--- config.mk ---
export PLATFORM = sky130hd
export DESIGN_NAME = fla_cfg_flat
export DESIGN_NICKNAME = d
export VERILOG_FILES = /design/src/hdl/fla_pkg.sv /design/src/hdl/fla_if.sv /design/src/hdl/fla_cfg.sv /design/src/flat_wrapper.sv
export SDC_FILE = /design/constraint.sdc
export NUM_CORES = 1
export LEC_CHECK = 0
export BUFFER_PORTS_ARGS = -buffer_cell sky130_fd_sc_hd__clkbuf_2
export CORE_MARGIN = 2
export CORE_UTILIZATION = 45
export CTS_BUF_LIST = sky130_fd_sc_hd__clkbuf_2
export DETAILED_ROUTE_END_ITERATION = 10
export PLACE_DENSITY = 0.77
export SYNTH_ARGS = -nofsm -noshare
export SYNTH_HDL_FRONTEND = slang
export SYNTH_SLANG_ARGS = --single-unit
--- constraint.sdc ---
create_clock -name clk_i -period 0.9 [get_ports clk_i]
set_clock_uncertainty 0.15 [all_clocks]
set_input_delay 0.18 -clock clk_i [delete_from_list [all_inputs] [get_ports clk_i]]
set_output_delay 0.18 -clock clk_i [all_outputs]
set_load 0.005 [all_outputs]
--- src/hdl/fla_pkg.sv ---
package fla_pkg;

  localparam int CELL_W     = 10;
  localparam int LINK_W     = 11;
  localparam int LINK_DEPTH = 1024;
  localparam int COUNT_W    = 11;
  localparam int BLOCKS_W   = 5;
  localparam int ADDR_W     = 20;
  localparam int BCELLS_W   = 7;
  localparam int EBYTES_W   = 11;
  localparam int FUNC_W     = 2;
  localparam int STATUS_W   = 2;
  localparam int CFG_IDX_W  = 2;
  localparam int CFG_DATA_W = 11;

  localparam int DEF_MAX_BLOCKS      = 16;
  localparam int DEF_MAX_BLOCK_CELLS = 64;

  localparam logic [LINK_W-1:0]  NULL_LINK = '1;
  localparam logic [COUNT_W-1:0] COUNT_MAX = '1;

  localparam logic [BCELLS_W-1:0] BLOCK_CELLS_RST = BCELLS_W'(5);
  localparam logic [EBYTES_W-1:0] ELEM_BYTES_RST  = EBYTES_W'(8);

  typedef enum logic [FUNC_W-1:0] {
    FUNC_ALLOC = 2'd0,
    FUNC_FREE  = 2'd1,
    FUNC_QUERY = 2'd2
  } func_e;

  typedef enum logic [STATUS_W-1:0] {
    ST_OK        = 2'd0,
    ST_EXHAUSTED = 2'd1,
    ST_NO_LIVE   = 2'd2
  } status_e;

  typedef enum logic [CFG_IDX_W-1:0] {
    CFG_BLOCK_CELLS = 2'd0,
    CFG_ELEM_BYTES  = 2'd1
  } cfg_idx_e;

  typedef struct packed {
    logic [BCELLS_W-1:0] block_cells;
    logic [EBYTES_W-1:0] elem_bytes;
  } cfg_t;

  typedef struct packed {
    logic              we;
    logic [CELL_W-1:0] addr;
    logic [LINK_W-1:0] data;
  } link_wr_t;

endpackage

--- src/hdl/fla_if.sv ---


interface fla_cfg_if import fla_pkg::*; ();
  logic                  valid;
  logic                  ready;
  logic [CFG_IDX_W-1:0]  index;
  logic [CFG_DATA_W-1:0] data;

  modport source(output valid, index, data, input ready);
  modport sink(input valid, index, data, output ready);
endinterface

--- src/hdl/fla_cfg.sv ---
module fla_cfg import fla_pkg::*; (
  input  logic       clk_i,
  input  logic       rst_ni,
  fla_cfg_if.sink    cfg_i,
  output cfg_t       cfg_o
);

  logic [BCELLS_W-1:0] block_cells_q, block_cells_d;
  logic [EBYTES_W-1:0] elem_bytes_q, elem_bytes_d;

  assign cfg_i.ready = 1'b1;

  always_comb begin
    block_cells_d = block_cells_q;
    elem_bytes_d  = elem_bytes_q;
    if (cfg_i.valid) begin
      unique case (cfg_i.index)
        CFG_BLOCK_CELLS: block_cells_d = cfg_i.data[BCELLS_W-1:0];
        CFG_ELEM_BYTES:  elem_bytes_d  = cfg_i.data[EBYTES_W-1:0];
        default: ;
      endcase
    end
  end

  always_ff @(posedge clk_i or negedge rst_ni) begin
    if (!rst_ni) begin
      block_cells_q <= BLOCK_CELLS_RST;
      elem_bytes_q  <= ELEM_BYTES_RST;
    end else begin
      block_cells_q <= block_cells_d;
      elem_bytes_q  <= elem_bytes_d;
    end
  end

  assign cfg_o.block_cells = block_cells_q;
  assign cfg_o.elem_bytes  = elem_bytes_q;

endmodule

--- src/flat_wrapper.sv ---
// flat-port wrapper written by rule: the top's interface ports become plain ports
module fla_cfg_flat import fla_pkg::*;
  (clk_i, rst_ni, cfg_o, cfg_i_valid, cfg_i_index, cfg_i_data, cfg_i_ready);
  fla_cfg_if cfg_i_i ();
  input  logic clk_i;
  input  logic rst_ni;
  output cfg_t cfg_o;
  input wire logic [$bits(cfg_i_i.valid)-1:0] cfg_i_valid;
  input wire logic [$bits(cfg_i_i.index)-1:0] cfg_i_index;
  input wire logic [$bits(cfg_i_i.data)-1:0] cfg_i_data;
  output wire logic [$bits(cfg_i_i.ready)-1:0] cfg_i_ready;
  assign cfg_i_i.valid = cfg_i_valid;
  assign cfg_i_i.index = cfg_i_index;
  assign cfg_i_i.data = cfg_i_data;
  assign cfg_i_ready = cfg_i_i.ready;
  fla_cfg u_core (.clk_i(clk_i), .rst_ni(rst_ni), .cfg_i(cfg_i_i), .cfg_o(cfg_o));
endmodule
# [Word level (Yosys, flattened, before mapping)]
# Index checks and enable logic that the tools add are counted.
[op_classes] eq_ne=1 reduce_logical=3
[ops] cell="$reduce_and 2->1" n=2
[ops] cell="$eq 2x1->1 const B" n=1
[ops] cell="$logic_not 2->1" n=1
[totals] reg_bits=18 in_bits=16 elab_cells=6

# [Depth between registers and ports, before layout]
[depth] depth_word=2 ltp_mapped=3 mapped_depth_nobuf=2

# [Worst setup path after synthesis]
# OpenSTA, ideal clock, no wires.
[synth_path] path_kind="input -> register" start="in cfg_i_index[1]" end="reg u_core.block_cells_q[1]" setup_ns=0.125 arrival_time_ns=0.852 required_ns=0.625 slack_ns=-0.227 path_stages=2 path_cell_list="nor3b_4 -> mux2_2"
[synth_via] elab_chain_len=2
[synth_lines] item="start: declaration" line_no="flat_wrapper.sv:9" rtl="input wire logic [$bits(cfg_i_i.index)-1:0] cfg_i_index;"
[synth_lines] item="$logic_not 2->1" line_no="fla_cfg.sv:17" rtl="unique case (cfg_i.index)"
[synth_lines] item="$reduce_and 2->1 (no source line)"
[synth_lines] item="end signal: assignment" line_no="fla_cfg.sv:30" rtl="block_cells_q <= block_cells_d;"
[synth_lines] item="end: declaration" line_no="fla_cfg.sv:8" rtl="logic [BCELLS_W-1:0] block_cells_q, block_cells_d;"
# Every way passes these cells.
# A chain may end at the register's enable or synchronous reset.

# [Final worst setup path]
[layout_path] start="reg u_core.block_cells_q[2]" end="out cfg_o[13] (netlist name)"
[layout_lines] item="end: declaration" line_no="flat_wrapper.sv:7" rtl="output cfg_t cfg_o;"
# No word-level cell between the ends.

==> impl_metrics.py <==
metrics = {
    "status": {
        "outcome": "finished with violations",
        "violations": "hold timing, setup timing",
    },
    "setup_path": {
        "end_kind": "output port",
        "worstSetupStartpointType": "register",
        "critical_path_required_ns": 0.57,
        "r2r_start": "u_core.elem_bytes_q[10]$_DFFE_PN0P_",
        "r2r_setup_slack_ns": -0.15,
        "reg2regPathDepth": 2,
        "crit_fanout": 2,
        "path_delay_family": "flip-flops",
        "cp-startpoint": "u_core.block_cells_q[2]$_DFFE_PN1P_",
        "cp_slowest_cell": "dfstp_2",
        "arrival_ns": 0.96,
        "path_cells": "buf_6",
        "crit_type": "reg -> out",
        "max_stage_delay_ns": 0.57,
        "cp_num_buf_inv": 1,
        "r2r_end": "u_core.elem_bytes_q[10]$_DFFE_PN0P_",
    },
    "layout": {
        "area_growth_syn_to_layout_pct": 43.3,
        "fin_cells": 103,
        "diodes": 0,
        "layout-drive-gt1-share_pct": 79.3,
        "final_nets": 104,
    },
    "yosys": {
        "ys.warnings.count": 0,
        "synth_fp_nets": 57,
        "yosysTopAreaCellShare_pct": 50.5,
        "yosys-top-cells-area": "dfrtp_1 (51%), mux2_4 (20%), mux2_2 (12%), dfstp_2 (11%), nor3b_4 (2.5%)",
        "synth_most_common_cell": "dfrtp_1",
        "synthTopCellsByCount": "dfrtp_1 (15), mux2_4 (10), mux2_2 (8)",
        "synthArstFlopShare_pct": 100,
        "synth-edff-count": 0,
        "yosys_most_used_dff": "dfrtp_1",
        "postSynthCellCount": 41,
        "ys_seq_area_share_pct": 61.1,
        "synth.largest_area_cell": "dfrtp_1",
        "ys_types": 9,
        "synth-seq-cells": 18,
        "avgSynthCellArea_um2": 18.1,
        "synth_area_um2": 743,
    },
    "grt": {
        "grt_antenna_before_repair": 0,
        "grt_start_max_net_pins": 19,
        "grt_pass1_vias": 471,
        "grt_overflow": 0,
        "grt_pass1_wl_mm": 2.16,
        "grt_util_all_layers_pct": 15.8,
    },
    "place": {
        "gp_congestion": 0.677,
        "io_buffers": 33,
        "place_hpwl_mm": 1.06,
        "pre_cts_ws_ns": -0.371,
        "dp.cells": 92,
    },
    "sta": {
        "rsz0062_at_grt": "yes",
        "min_period_over_period_pct": 143,
        "setup_viol": 33,
        "layout_setup_ws_ns": -0.387,
        "fin_setup_tns_ns": -6.03,
        "finalCriticalPeriod_ns": 1.29,
        "worst_hold_slack_ns": -0.0508,
        "hold_violations": 18,
        "clock.fmax_mhz": 777,
        "finalMaxSlewViolations": 0,
    },
    "die": {
        "fp.dieW_um": 44.6,
        "ios": 35,
        "dieArea_um2": 1990,
        "die_y_um": 44.6,
        "num_rows": 14,
        "core_area_um2": 1520,
        "initial_core_util_pct": 48.8,
    },
    "cts": {
        "clockBufferDepth": 2,
        "hold_buffers": 1,
        "cts_root_buffer": "clkbuf_2",
        "path_clk_slew_ns": 0.17,
        "clock_sinks": 18,
        "clock_latency_ns": 0.29,
        "cts_tree": "yes",
        "htree_levels": 1,
        "numCtsBuffers": 3,
    },
    "power": {
        "power_density_nw_per_um2": 1900,
        "p_leak_nw": 0.570,
        "fin_total_pwr_mw": 2.02,
        "ir_drop_uv": 1220,
    },
    "worst_hold_path": {
        "min_to": "u_core.elem_bytes_q[9]$_DFFE_PN0P_",
        "min_path_type": "in -> reg",
        "holdCritStartpoint": "cfg_i_data[9]",
        "min_path_cells": 2,
    },
    "drt": {
        "firstDrtPassIters": 2,
        "viasPerCell": 4.83,
        "drc_errors": 0,
        "ant_nets": 0,
        "routed_wl_mm": 1.51,
        "drt_iter0_drc": 1,
        "wire_per_inst_um": 14.7,
        "vias": 497,
    },
    "flow_run": {
        "maxCapViolCount": 0,
    },
}
-- cell families (layout without fill, tap and decap cells) --
family,Yosys count,in the layout,synth area share [%]
buffers and inverters,2,48,2.53
DFF,18,18,61.1
muxes,18,18,32.3
other,1,1,0.505
and+or+nand+nor,2,2,3.54
-- sequential cells by signal, summed over array words and instances, names as in the netlist --
| signal | count |
|---|---|
| u_core.block_cells_q | 7 |
| u_core.elem_bytes_q | 11 |
-- worst max path at each step --
stage / to / slack (ns) / cells past startpoint
floorplan: u_core.block_cells_q[1]$_DFFE_PN0P_ / -0.23 / 2
global placement: u_core.block_cells_q[4]$_DFFE_PN0P_ / -0.34 / 4
detailed placement: u_core.block_cells_q[1]$_DFFE_PN0P_ / -0.37 / 4
CTS: cfg_o[13] / -0.40 / 1
global route: cfg_o[11] / -0.45 / 1
finish: cfg_o[13] / -0.39 / 1
-- placed cells by master, fill, tap and decap left out, drive strengths merged --
master / count
buf: 11
clkbuf: 36
conb: 1
dfrtp: 15
dfstp: 3
dlygate4sd3: 1
mux2: 18
nand3b: 1
nor3b: 1
-- routing by layer --
metal / track usage, % / wire [um]
met1: 20.3 / 627
met2: 25.2 / 797
met3: 3.67 / 66
met4: 7.27 / 21
met5: 0 / 0
-- cell type report --
class	count	area [um2]
flip-flops and latches	18	454
well taps	16	20.0
fillers	108	459
repair buffers	44	297
multi-input cells	21	274
clock buffers	4	20.0
-- where the power goes --
| part | internal (mW) | leakage [nW] | switching (mW) |
|---|---|---|---|
| Sequential | 0.980 | 0.209 | 0.0896 |
| Combinational | 0.401 | 0.345 | 0.187 |
| Clock | 0.118 | 0.0166 | 0.245 |
-- what timing repair did --
action,in CTS,in global routing
endpoints found under the hold margin,36,18
resized for setup,3,4
endpoints found under the setup margin,33,34
setup buffers,5,5
-- per-stage QoR --
stage / util [%] / cell area, um2
after CTS: 68.5 / 1040
final: 69.9 / 1060
after detailed placement: 63.3 / 965
after global placement: 63.3 / 965
after floorplan: - / 743
after global routing: 69.9 / 1060
No activity file was read; power rests on OpenSTA's default activity.
