### src/hdl/fla_ram.sv
module fla_ram #(
  parameter int Width = 8,
  parameter int Depth = 16
) (
  input  logic                     clk_i,
  input  logic                     we_i,
  input  logic [$clog2(Depth)-1:0] waddr_i,
  input  logic [Width-1:0]         wdata_i,
  input  logic [$clog2(Depth)-1:0] raddr_i,
  output logic [Width-1:0]         rdata_o
);

  logic [Width-1:0] mem_q [Depth];
  logic [Width-1:0] rdata_q;

  always_ff @(posedge clk_i) begin
    if (we_i) begin
      mem_q[waddr_i] <= wdata_i;
    end
    rdata_q <= mem_q[raddr_i];
  end

  assign rdata_o = rdata_q;

endmodule

### config.mk
export PLATFORM = sky130hd
export DESIGN_NAME = fla_ram
export DESIGN_NICKNAME = d
export VERILOG_FILES = /design/src/hdl/fla_ram.sv
export SDC_FILE = /design/constraint.sdc
export NUM_CORES = 1
export LEC_CHECK = 0
export BUFFER_PORTS_ARGS = -buffer_cell sky130_fd_sc_hd__buf_2
export CELL_PAD_IN_SITES_DETAIL_PLACEMENT = 0
export CELL_PAD_IN_SITES_GLOBAL_PLACEMENT = 1
export CORE_MARGIN = 2
export CORE_UTILIZATION = 48
export DETAILED_ROUTE_END_ITERATION = 8
export GPL_TIMING_DRIVEN = 0
export PLACE_DENSITY_LB_ADDON = 0.1
export SYNTH_ARGS = -nofsm -noshare
export SYNTH_HDL_FRONTEND = slang
export SYNTH_SLANG_ARGS = --single-unit
### constraint.sdc
create_clock -name clk_i -period 1.75 [get_ports clk_i]
set_input_delay 0.175 -clock clk_i [delete_from_list [all_inputs] [get_ports clk_i]]
set_output_delay 0.175 -clock clk_i [all_outputs]
set_load 0.05 [all_outputs]
Word level (Yosys, flattened, before mapping)
Memories as Yosys holds them, arrays and structs flattened. A register that Yosys moved wholly into a read port is not among the register bits.
Index checks and enable logic that the tools add are counted.

cells by class
  muxes and demuxes = 2

operator list
  operator  number
  $mux 1    2

storage, ports and cells
  input bits = 18
  word-level logic and storage cells = 3
  memories kept = 1
  register bits after elaboration = 0
  output and inout port bits = 8
  RAM bits = 128

memory list
  memory  depth  bits a word  rd ports  clocked after Yosys merged registers in  wr ports  RTL line  RTL
  mem_q   16     8            1         1                                        1         13        logic [Width-1:0] mem_q [Depth];

Longest topological paths before layout
Gate-level depths: netlist of run 1.

  depth in word-level cells = 2
  mapped depth = 5
  depth with buffers taken out = 3

Worst setup path after synthesis of run 1
No wires, ideal clock.

  path kind = input -> register
  start = input port waddr_i[2]
  end = memory mem_q[0][0], enable pin
  setup slack = 82 ps
  library setup time = 383 ps
  stages = 2
  arrival time = 1,285 ps
  cell sequence = or3b_2 > nor3_1

RTL lines
  what         RTL line  RTL
  from (decl)  7         input logic [$clog2(Depth)-1:0] waddr_i,
  to (decl)    13

No word-level cell before the write port.

==> results of run 1 <==
==> layer usage <==
| metal | part of all wire | vias to the layer above | GRT usage | wire (µm) |
|---|---|---|---|---|
| met4 | 0.0040 | 0 | 0.0632 | 38 |
| met3 | 0.060 | 2 | 0.0472 | 581 |
| met1 | 0.46 | 1214 | 0.277 | 4440 |
| li1 | - | 1058 | - | - |
| met5 | 0 | - | 0 | 0 |
| met2 | 0.47 | 71 | 0.267 | 4540 |
==> through the flow <==
step / hold WS (ps) / setup slack [ps] / instances
5_1_grt: 63.6 / 170 / 420
4_1_cts: 50.8 / 9.92 / 420
6_report: 64.3 / 305 / 420
2_1_floorplan: 274 / 82.1 / 229
3_5_place_dp: 599 / -530 / 389
3_3_place_gp: 581 / -517 / 389
==> layout make-up <==
class                           instances  area share
Multi-Input combinational cell         83       0.177
Clock inverter                         11      0.0219
Tap cell                              136      0.0284
Buffer                                 10      0.0144
Sequential cell                       136       0.667
Timing Repair Buffer                   24      0.0200
Clock buffer                           20      0.0709
==> flip-flops by register name, summed over array words and instances, names as in the netlist <==
name     count
mem_q      128
rdata_o      8
==> how the worst min path moves through the flow <==
stage | endpoint | depth (start not counted)
after floorplan | mem_q[0][0]$_DFFE_PP_ | 0
after global placement | mem_q[6][5]$_DFFE_PP_ | 1
after detailed placement | mem_q[0][7]$_DFFE_PP_ | 1
after CTS | mem_q[7][6]$_DFFE_PP_ | 1
after global routing | mem_q[6][4]$_DFFE_PP_ | 1
final | mem_q[7][6]$_DFFE_PP_ | 1
==> where the power goes <==
group	switching [µW]	leakage (µW)	internal, µW
sequential	15.4	0.00122	3640
combinational	272	0.000516	145
clock	1210	0.000267	2140
total	1500	0.00201	5920
==> kinds of logic after synthesis <==
group                  after synthesis
multiplexers                        32
AO/OA/AOI/OAI                       16
flip-flops                         136
AND/OR/NAND/NOR                     35
buffers and inverters               10
==> repair_timing <==
action,CTS,global route
endpoints found under the hold margin,0,0
gates resized for setup,0,1
setup endpoints to repair,0,8
==> worst reg2reg max path: stages (launching register included) <==
cell and delay (ps):
edfxtp_1 340, mux4_1 570, a22oi_1 320, nand2_1 90
==> cell usage in the layout (no fill, tap or decap) <==
cell	instances
nor2_1	13
bufinv_16	3
dfxtp_1	8
or3b_2	1
clkinvlp_4	2
nand2b_1	2
nand2_1	9
edfxtp_1	128
clkbuf_16	16
nand3_1	1
clkbuf_8	1
buf_2	27
buf_4	1
mux4_1	14
clkdlybuf4s25_2	3
and2b_1	1
nor3_2	1
buf_6	3
clkbuf_1	3
clkinv_1	3
and2_1	1
a22oi_1	16
mux4_2	18
nor3_1	3
nand3b_1	2
clkinv_2	3
nor2b_1	1
==> summary.md, run 1 <==
| Metric | Value |
|---|---|
| Setup repair after global routing missed its margin | `false` |
| Power Total | `about 7400 µW` |
| CP bufs+invs | `0` |
| Most common cell in the netlist | `edfxtp_1` |
| Fmax | `between 600 and 700 MHz` |
| Total GRT Usage | `0.185` |
| Clk sink count | `136` |
| Max IR drop VDD | `a little under 0.6 mV` |
| Cell area power density | `between 1000 and 1500 nW/µm²` |
| Crit-path leading delay family | `multiplexers` |
| Least-Margin Pin Slew | `approximately 1300 ps` |
| Crit path largest cell delay | `570 ps` |
| Longest Clk Path Bufs | `2` |
| DR WL/cell | `between 20 and 25 µm` |
| EDFF count, synth | `about 130` |
| Via count | `between 2,000 and 2,500` |
| Worst-Skew Late Latency | `510 ps` |
| Starting Density | `0.496` |
| Die width | `~110 µm` |
| Asr flop ratio synth | `0` |
| Hold_buf cts | `0` |
| Worst path arrival time | `roughly 1800 ps` |
| Final hold vios | `0` |
| Port bufs | `24` |
| Drt first-iter violations | `187` |
| Post-synth top area share | `0.747` |
| Share of post-route cells with drive strength above 1 | `0.278` |
| Drt pass-1 iters | `4` |
| Yosys top cell by area | `edfxtp_1` |
| P_leak | `0.00201 µW` |
| Multi-input logic area | `approximately 1100 µm²` |
| Final Cell Area | `around 6000 µm²` |
| Ranking of synthesized cells by area | `edfxtp_1, mux4_2, mux4_1` |
| Area after DPL | `around 5400 µm²` |
| Tcrit/Tclk final | `0.825` |
| Antenna-violating nets left | `0` |
| First-pass GRT wire length | `around 15 mm` |
| Compound-Gate Fraction of Synth Area | `0.0233` |
| P&R area growth vs syn | `16.6%` |
| I/O pin count | `26` |
| Reg-to-Reg Start | `mem_q[5][0]$_DFFE_PP_` |
| Die height | `between 100 and 150 µm` |
| Cts bufs inserted | `17` |
| Initial antenna violation count | `0` |
| Vias in the first global route | `2,367` |
| CP max stage cell | `mux4_1` |
| DRC violations left | `0` |
| Largest family of logic cells by synthesized area | `multiplexers` |
| Post-Route WL | `between 9 and 10 mm` |
| Worst r2r path cells | `3` |
| Largest net degree at the start of global routing | `17` |
| Crit path from | `mem_q[5][0]$_DFFE_PP_` |
| CP Max Fanout | `1` |
| Synth Register Bits | `around 140` |
| Clk_skew | `a little under 9 ps` |
| MaxCap Viol Count | `0` |
| Final RePlAce weighted congestion | `around 0.7` |
| Final slew viol count | `0` |
| Fin crit period | `~1400 ps` |
| # rows | `37` |
| Via density | `between 5 and 6` |
| Core area | `10,400 µm²` |
| Data required, critical path | `2130 ps` |
| Worst setup SP type | `register` |
| Synth Warn # | `0` |
| Antenna diode count | `0` |
| CP endpoint | `rdata_o[0]$_DFF_P_` |
| Status | `finished clean` |
| Kind of critical path | `register to register` |
| H-tree depth | `4` |
| Reg2reg setup slack | `around 310 ps` |
| Setup Fix Bufs, Post-CTS | `0` |
| Setup_tns | `0 ps` |
| Post-DP HPWL | `about 6.0 mm` |
| Clock transition at the registers of the reported paths | `60 ps` |
| Endpoints failing setup | `0` |
| Worst setup EP type | `register` |
| Avg Inst Size Synth | `approximately 22 µm²` |
| Instance count on the critical path | `3` |
| Commonest cells in the netlist | `edfxtp_1, mux4_2, a22oi_1` |
| Seq/Total Area, Yosys | `0.778` |
| Max-slew headroom | `0.139` |
| Root Driver | `clkbuf_8` |
| Reg2reg end | `rdata_o[0]$_DFF_P_` |
| Aggregate global routing overflow | `0` |
| Distinct cell type count of the synthesized netlist | `19` |
| Post-Syn Nets | `around 250` |
| Mux share of post-synthesis cell area | `0.150` |
| Post-synthesis xor/xnor area fraction | `0` |
| Final core occ | `0.579` |
| # fillers | `approximately 790` |
| Hold/Removal Path Class | `input port to register` |
| Syn Inst Count | `roughly 230` |
| Storage cell area | `around 4000 µm²` |
| Cell Chain, Critical Path | `mux4_1 -> a22oi_1 -> nand2_1` |
| HP Start | `wdata_i[6]` |
| Die area | `11,600 µm²` |
| Nets@finish | `slightly below 300` |
| Post-Synth Adder-Cell Area | `0` |
| CTS tree | `yes` |
| Primary FF master, synth | `edfxtp_1` |
| Synthesized area | `slightly above 5000 µm²` |
| Post-Synth Simple-Gate Area | `0.0318` |
No activity file was read; power rests on OpenSTA's default activity.
==> run 2: changes to the inputs <==
--- a/config.mk
+++ b/config.mk
@@ -5,11 +5,12 @@
 export SDC_FILE = /design/constraint.sdc
 export NUM_CORES = 1
 export LEC_CHECK = 0
+export ABC_AREA = 1
 export BUFFER_PORTS_ARGS = -buffer_cell sky130_fd_sc_hd__buf_2
 export CELL_PAD_IN_SITES_DETAIL_PLACEMENT = 0
 export CELL_PAD_IN_SITES_GLOBAL_PLACEMENT = 1
 export CORE_MARGIN = 2
-export CORE_UTILIZATION = 48
+export CORE_UTILIZATION = 44
 export DETAILED_ROUTE_END_ITERATION = 8
 export GPL_TIMING_DRIVEN = 0
 export PLACE_DENSITY_LB_ADDON = 0.1
==> constraint.sdc (replaced) <==
create_clock -name clk_i -period 1.18 [get_ports clk_i]
set_input_delay 0.118 -clock clk_i [delete_from_list [all_inputs] [get_ports clk_i]]
set_output_delay 0.118 -clock clk_i [all_outputs]
set_load 0.05 [all_outputs]
==> run 2 against run 1 <==
Net effect: the run now ends with setup timing left; sequential cell count did not move; core utilization fell by 5.1 points; combinational power rose by 95%; clock power rose by 62%; routed wire length rose by 50%; power rose by 57%; die area rose by 21%; critical path depth did not move; critical path type is now input port to register.
==> summary.md, run 2 <==
| Metric | Value |
|---|---|
| Via density | `4.88 (-13%)` |
| Hold/Removal Path Class | `input port to register` |
| Aggregate global routing overflow | `0 (unchanged)` |
| Area after DPL | `6090 µm² (+12%)` |
| Yosys top cell by area | `edfxtp_1` |
| Worst setup EP type | `register` |
| Final slew viol count | `0 (unchanged)` |
| Primary FF master, synth | `edfxtp_1` |
| Post-DP HPWL | `9.37 mm (+57%)` |
| HP Start | `wdata_i[2]` |
| Worst setup SP type | `input port` |
| Cell area power density | `1740 nW/µm² (+41%)` |
| Most common cell in the netlist | `nand2_1` |
| Post-Syn Nets | `569 (+130%)` |
| CP Max Fanout | `8 (+7)` |
| Least-Margin Pin Slew | `1090 ps (-197 ps)` |
| Port bufs | `22 (-8.3%)` |
| Most common cell after layout, fill and taps aside | `nand2_1` |
| Worst path arrival time | `1320 ps (-510 ps)` |
| Vias in the first global route | `3,596 (+52%)` |
| Reg2reg setup slack | `160 ps (-150 ps)` |
| Largest register FFs | `128 (unchanged)` |
| DR WL/cell | `18.5 µm (-19%)` |
| Post-Route WL | `14.4 mm (+50%)` |
| Power Total | `11,700 µW (+57%)` |
| Final setup margin | `-113 ps (-419 ps)` |
| Worst-Skew Late Latency | `420 ps (-90 ps)` |
| Final hold vios | `0 (unchanged)` |
| Kind of critical path | `input port to register` |
| Finished Layout Cells | `777 (+85%)` |
| Dpl cells | `745 (+92%)` |
| Root Driver | `clkbuf_16` |
| Top reg by flops | `mem_q` |
| Total GRT Usage | `0.220 (+0.0345)` |
| P&R area growth vs syn | `16.4% (about the same)` |
| Avg Inst Size Synth | `10.5 µm² (-53%)` |
| Synthesized area | `5770 µm² (+12%)` |
| Syn Inst Count | `551 (+140%)` |
| Die area | `14,000 µm² (+21%)` |
| Clk_skew | `5.46 ps (-3.48 ps)` |
| Largest net degree at the start of global routing | `17 (unchanged)` |
| EDFF count, synth | `128 (unchanged)` |
| Failing checks | `setup timing` |
| Antenna diode count | `0 (unchanged)` |
| Synth Register Bits | `136 (unchanged)` |
| Starting Density | `0.453 (-0.0431)` |
| # rows | `41 (+11%)` |
| Max IR drop VDD | `0.988 mV (+70%)` |
| Fin crit period | `approximately 1300 ps` |
| Core area | `12,700 µm² (+23%)` |
| Setup Fix Bufs, Post-CTS | `0 (unchanged)` |
| Via count | `3,789 (+62%)` |
| Distinct cell type count of the synthesized netlist | `12 (-7)` |
| Nets@finish | `610 (+110%)` |
| Reg-to-Reg Start | `mem_q[10][1]$_DFFE_PP_` |
| DRC violations left | `0 (unchanged)` |
| Clk sink count | `136 (unchanged)` |
| First-pass GRT wire length | `22.0 mm (+51%)` |
| Max-slew headroom | `0.274 (+0.135)` |
| Longest Clk Path Bufs | `2 (unchanged)` |
| Antenna-violating nets left | `0 (unchanged)` |
| Commonest cells in the netlist | `nand2_1, edfxtp_1, inv_1` |
| Initial antenna violation count | `0 (unchanged)` |
| H-tree depth | `4 (unchanged)` |
| Ranking of synthesized cells by area | `edfxtp_1, nand2_1, nand3_1` |
| CTS tree | `yes` |
| Drt first-iter violations | `411 (+120%)` |
| P_leak | `0.00290 µW (+45%)` |
| Post-synth top area share | `0.667 (-0.0802)` |
| WHS Path Cells | `1 (unchanged)` |
| Setup repair after global routing missed its margin | `true` |
| I/O pin count | `26 (unchanged)` |
| Reg2reg end | `rdata_o[1]$_DFF_P_` |
| Drt pass-1 iters | `5 (+1)` |
| Hold_ws | `120 ps (+55.6 ps)` |
| Dpl ws | `-560 ps (-30.3 ps)` |
| Asr flop ratio synth | `0 (unchanged)` |
| Endpoints failing setup | `16 (+16)` |
| Die height | `118 µm (+10%)` |
| Tcrit/Tclk final | `1.10` |
| Cts bufs inserted | `17 (unchanged)` |
| Final RePlAce weighted congestion | `0.779 (+11%)` |
| Share of post-route cells with drive strength above 1 | `0.134 (-0.144)` |
| Seq/Total Area, Yosys | `0.694 (-0.0835)` |
| Status | `finished, violations left` |
| Fmax | `773 MHz` |
| Clock transition at the registers of the reported paths | `50 ps (about the same)` |
| Final Cell Area | `6720 µm² (+12%)` |
| Worst Hold Endpoint | `mem_q[10][2]$_DFFE_PP_` |
| Data required, critical path | `1210 ps (-920 ps)` |
| MaxCap Viol Count | `0 (unchanged)` |
| Commonest cells after routing, fill and taps aside | `nand2_1, edfxtp_1, inv_1` |
| Die width | `118 µm (+10%)` |
| Worst r2r path cells | `6 (+3)` |
| Synth Warn # | `0 (unchanged)` |
[run 2: changes by cell type in the layout (fill, tap and decap cells not counted), moves of 6 or more]
cell     before  now
nand2_1       9  173
inv_1         0  100
nand3_1       1   97
mux4_2       18    0
a22oi_1      16    0
mux4_1       14    0
buf_2        27   35
nor2_2        0    6
[run 2: how the worst max path moves through the flow]
stage                from                endpoint  slack (ps)
6_report       waddr_i[3]   mem_q[5][3]$_DFFE_PP_        -110
2_1_floorplan  waddr_i[2]  mem_q[10][0]$_DFFE_PP_         110
5_1_grt        waddr_i[3]   mem_q[4][3]$_DFFE_PP_        -180
4_1_cts        waddr_i[3]   mem_q[5][3]$_DFFE_PP_        -120
3_5_place_dp   waddr_i[3]   mem_q[5][3]$_DFFE_PP_        -560
3_3_place_gp   waddr_i[3]   mem_q[4][3]$_DFFE_PP_        -540
[run 2: layout make-up]
| cell class | instances | area (µm²) |
|---|---|---|
| Fill cell | 1174 | 6010 |
| Sequential cell | 136 | 4000 |
| Tap cell | 172 | 215 |
| Clock buffer | 17 | 425 |
| Clock inverter | 15 | 183 |
| Buffer | 24 | 166 |
| Inverter | 102 | 383 |
| Timing Repair Buffer | 22 | 110 |
| Multi-Input combinational cell | 289 | 1230 |
[run 2: what timing repair did]
action / CTS / global route
resized for setup: 0 / 6
endpoints found under the setup margin: 18 / 72
hold buffers: 0 / 0
gates cloned: 0 / 0
[run 2: per-layer routing]
layer	global-route usage	up-vias	wire [µm]
met1	0.328	1804	7040
met4	0.0625	0	180
met2	0.324	108	6440
met3	0.0473	17	741
met5	0	-	0
li1	-	1860	-
[run 2: cells by family (layout without fill, tap and decap cells)]
kind of cell	Yosys count	count (layout)	share of synthesized area
buf+inv	126	180	0.0952
simple gates	289	289	0.210
flops	136	136	0.694
[run 2: report_power, final]
part           switching (µW)  internal [µW]
combinational             606            208
sequential               26.7           5400
clock                    1940           3500
total                    2570           9110
[run 2: stage by stage]
step,setup TNS [ps],utilization
5_1_grt,-3000,0.528
3_5_place_dp,-46490,0.479
4_1_cts,-1820,0.527
3_3_place_gp,-43870,0.479
6_report,-1090,0.528
2_1_floorplan,0,-
[run 2: critical path, cell delays in order]
cell      delay [ps]
buf_2            120
nand3b_1         230
nor2_1           860
==> run 3: changes to the inputs <==
--- a/config.mk
+++ b/config.mk
@@ -13,7 +13,7 @@
 export CORE_UTILIZATION = 44
 export DETAILED_ROUTE_END_ITERATION = 8
 export GPL_TIMING_DRIVEN = 0
-export PLACE_DENSITY_LB_ADDON = 0.1
+export PLACE_DENSITY = 0.87
 export SYNTH_ARGS = -nofsm -noshare
 export SYNTH_HDL_FRONTEND = slang
 export SYNTH_SLANG_ARGS = --single-unit
==> run 3 against run 2 <==
Net effect: the flow now finishes without violations; hold slack improved by 12 ps; sequential power about the same; critical path depth is the same; routed wire length is 4.2% lower; via count increased by 2.3%; first-iteration DRC count down 30%; largest power group unchanged; highest routed layer unchanged.
==> summary.md, run 3 (synthesized netlist as in run 2, its figures left out) <==
| Metric | Value |
|---|---|
| Status | `finished clean` |
| Total GRT Usage | `0.207 (-0.0128)` |
| First-pass GRT wire length | `21.1 mm (-3.9%)` |
| Core area | `12,700 µm² (unchanged)` |
| Longest Clk Path Bufs | `2 (unchanged)` |
| Multi-input logic area | `1230 µm² (unchanged)` |
| Endpoints failing setup | `0 (-16)` |
| Global routing met3 resource utilization | `0.0444 (-0.00290)` |
| Clk sink count | `136 (unchanged)` |
| Nets@finish | `610 (unchanged)` |
| Cell area power density | `1770 nW/µm² (+2.0%)` |
| # fillers | `1,112 (-5.3%)` |
| Tcrit/Tclk final | `0.994 (-0.102)` |
| Global route hottest layer | `met2` |
| Fmax | `853 MHz (+10%)` |
| Aggregate global routing overflow | `0 (unchanged)` |
| Data required, critical path | `1230 ps (+20 ps)` |
| P_leak | `0.00292 µW (+0.72%)` |
| Antenna diode count | `0 (unchanged)` |
| Worst path arrival time | `1220 ps (-100 ps)` |
| Post-DP HPWL | `8.99 mm (-4.1%)` |
| Hold_buf cts | `0 (unchanged)` |
| DRC violations left | `0 (unchanged)` |
| Drt first-iter violations | `288 (-30%)` |
| Port bufs | `22 (unchanged)` |
| Cts bufs inserted | `17 (unchanged)` |
| Hold/Removal Path Class | `input port to register` |
| CTS tree | `yes` |
| Final RePlAce weighted congestion | `0.856 (+9.9%)` |
| Initial antenna violation count | `0 (unchanged)` |
| Drt pass-1 iters | `5 (unchanged)` |
| CP Max Fanout | `8 (unchanged)` |
| Final slew viol count | `0 (unchanged)` |
| Largest register FFs | `128 (unchanged)` |
| Least-Margin Pin Slew | `775 ps (-310 ps)` |
| H-tree depth | `4 (unchanged)` |
| # rows | `41 (unchanged)` |
| Worst-Skew Late Latency | `410 ps (about the same)` |
| Post-Route WL | `13.8 mm (-4.2%)` |
| DR WL/cell | `17.8 µm (-4.2%)` |
| I/O pin count | `26 (unchanged)` |
| Largest net degree at the start of global routing | `17 (unchanged)` |
| Clock transition at the registers of the reported paths | `60 ps (about the same)` |
| Dpl cells | `745 (unchanged)` |
| Worst setup EP type | `register` |
| Met2 GRT Util | `0.317 (-0.00650)` |
| Die height | `118 µm (unchanged)` |
| MaxCap Viol Count | `0 (unchanged)` |
| Root Driver | `clkbuf_16` |
| Setup repair after global routing missed its margin | `true` |
| Antenna-violating nets left | `0 (unchanged)` |
| Finished Layout Cells | `777 (unchanged)` |
| Via density | `4.99 (+2.3%)` |
| Max-slew headroom | `0.481 (+0.208)` |
| Worst setup SP type | `input port` |
| Area after DPL | `6090 µm² (unchanged)` |
| Final hold vios | `0 (unchanged)` |
| P&R area growth vs syn | `17.1%` |
| Die area | `14,000 µm² (unchanged)` |
| Most common cell after layout, fill and taps aside | `nand2_1` |
| Routing usage on met1 | `0.287 (-0.0407)` |
| Final Cell Area | `6750 µm² (+0.56%)` |
| Clk_skew | `4.96 ps (-0.502 ps)` |
| Via count | `3,875 (+2.3%)` |
| Share of post-route cells with drive strength above 1 | `0.137 (+0.00331)` |
| Storage cell area | `4000 µm² (unchanged)` |
| Max IR drop VDD | `0.964 mV (-2.5%)` |
| Vias in the first global route | `3,692 (+2.7%)` |
| Top reg by flops | `mem_q` |
| Commonest cells after routing, fill and taps aside | `nand2_1, edfxtp_1, inv_1` |
| Starting Density | `0.453 (unchanged)` |
| Hold_ws | `132 ps (+12.3 ps)` |
| Kind of critical path | `input port to register` |
| Die width | `118 µm (unchanged)` |
| Fin crit period | `1170 ps (-120 ps)` |
[run 3: worst paths after layout]
kind	startpoint	end	slack, ps	cells after the start
min reg2reg	mem_q[7][2]$_DFFE_PP_	rdata_o[2]$_DFF_P_	680	6
max	waddr_i[3]	mem_q[4][5]$_DFFE_PP_	7	3
max reg2reg	mem_q[10][7]$_DFFE_PP_	rdata_o[7]$_DFF_P_	150	6
min	raddr_i[2]	rdata_o[0]$_DFF_P_	130	4
[run 3: layout make-up]
class | count | share of cell area
Sequential cell | 136 | 0.593
Multi-Input combinational cell | 289 | 0.182
Clock buffer | 20 | 0.0661
Inverter | 102 | 0.0567
Tap cell | 172 | 0.0319
Clock inverter | 12 | 0.0295
Buffer | 24 | 0.0246
Timing Repair Buffer | 22 | 0.0163
[run 3: per-stage QoR]
step | setup WS, ps | utilization | TNS (ps) | power, µW
global placement | -462 | 0.479 | -37180 | 6310
detailed placement | -507 | 0.479 | -42920 | 6330
CTS | -69.3 | 0.530 | -1070 | 12000
finish | 7.34 | 0.531 | 0 | 12000
global route | -22.1 | 0.531 | -227 | 12300
floorplan | 111 | - | 0 | 6020
[run 3: timing repair]
action                                  4_1_cts  5_1_grt
resized for setup                             1        5
endpoints found under the setup margin       24       40
buffers inserted                              0        0
[run 3: routing by layer]
metal,vias to the layer above,wire [µm],share of wire
li1,1855,-,-
met1,1840,6170,0.45
met2,156,6410,0.46
met3,24,884,0.064
met4,0,351,0.025
met5,-,0,0
[run 3: worst max-delay path: stages]
cell      delay, ps
buf_2           120
nand3b_1        320
nor2_1          660
[run 3: where the power goes]
group | internal (µW) | switching [µW]
logic | 209 | 606
clock network | 3800 | 1940
registers | 5400 | 28.2
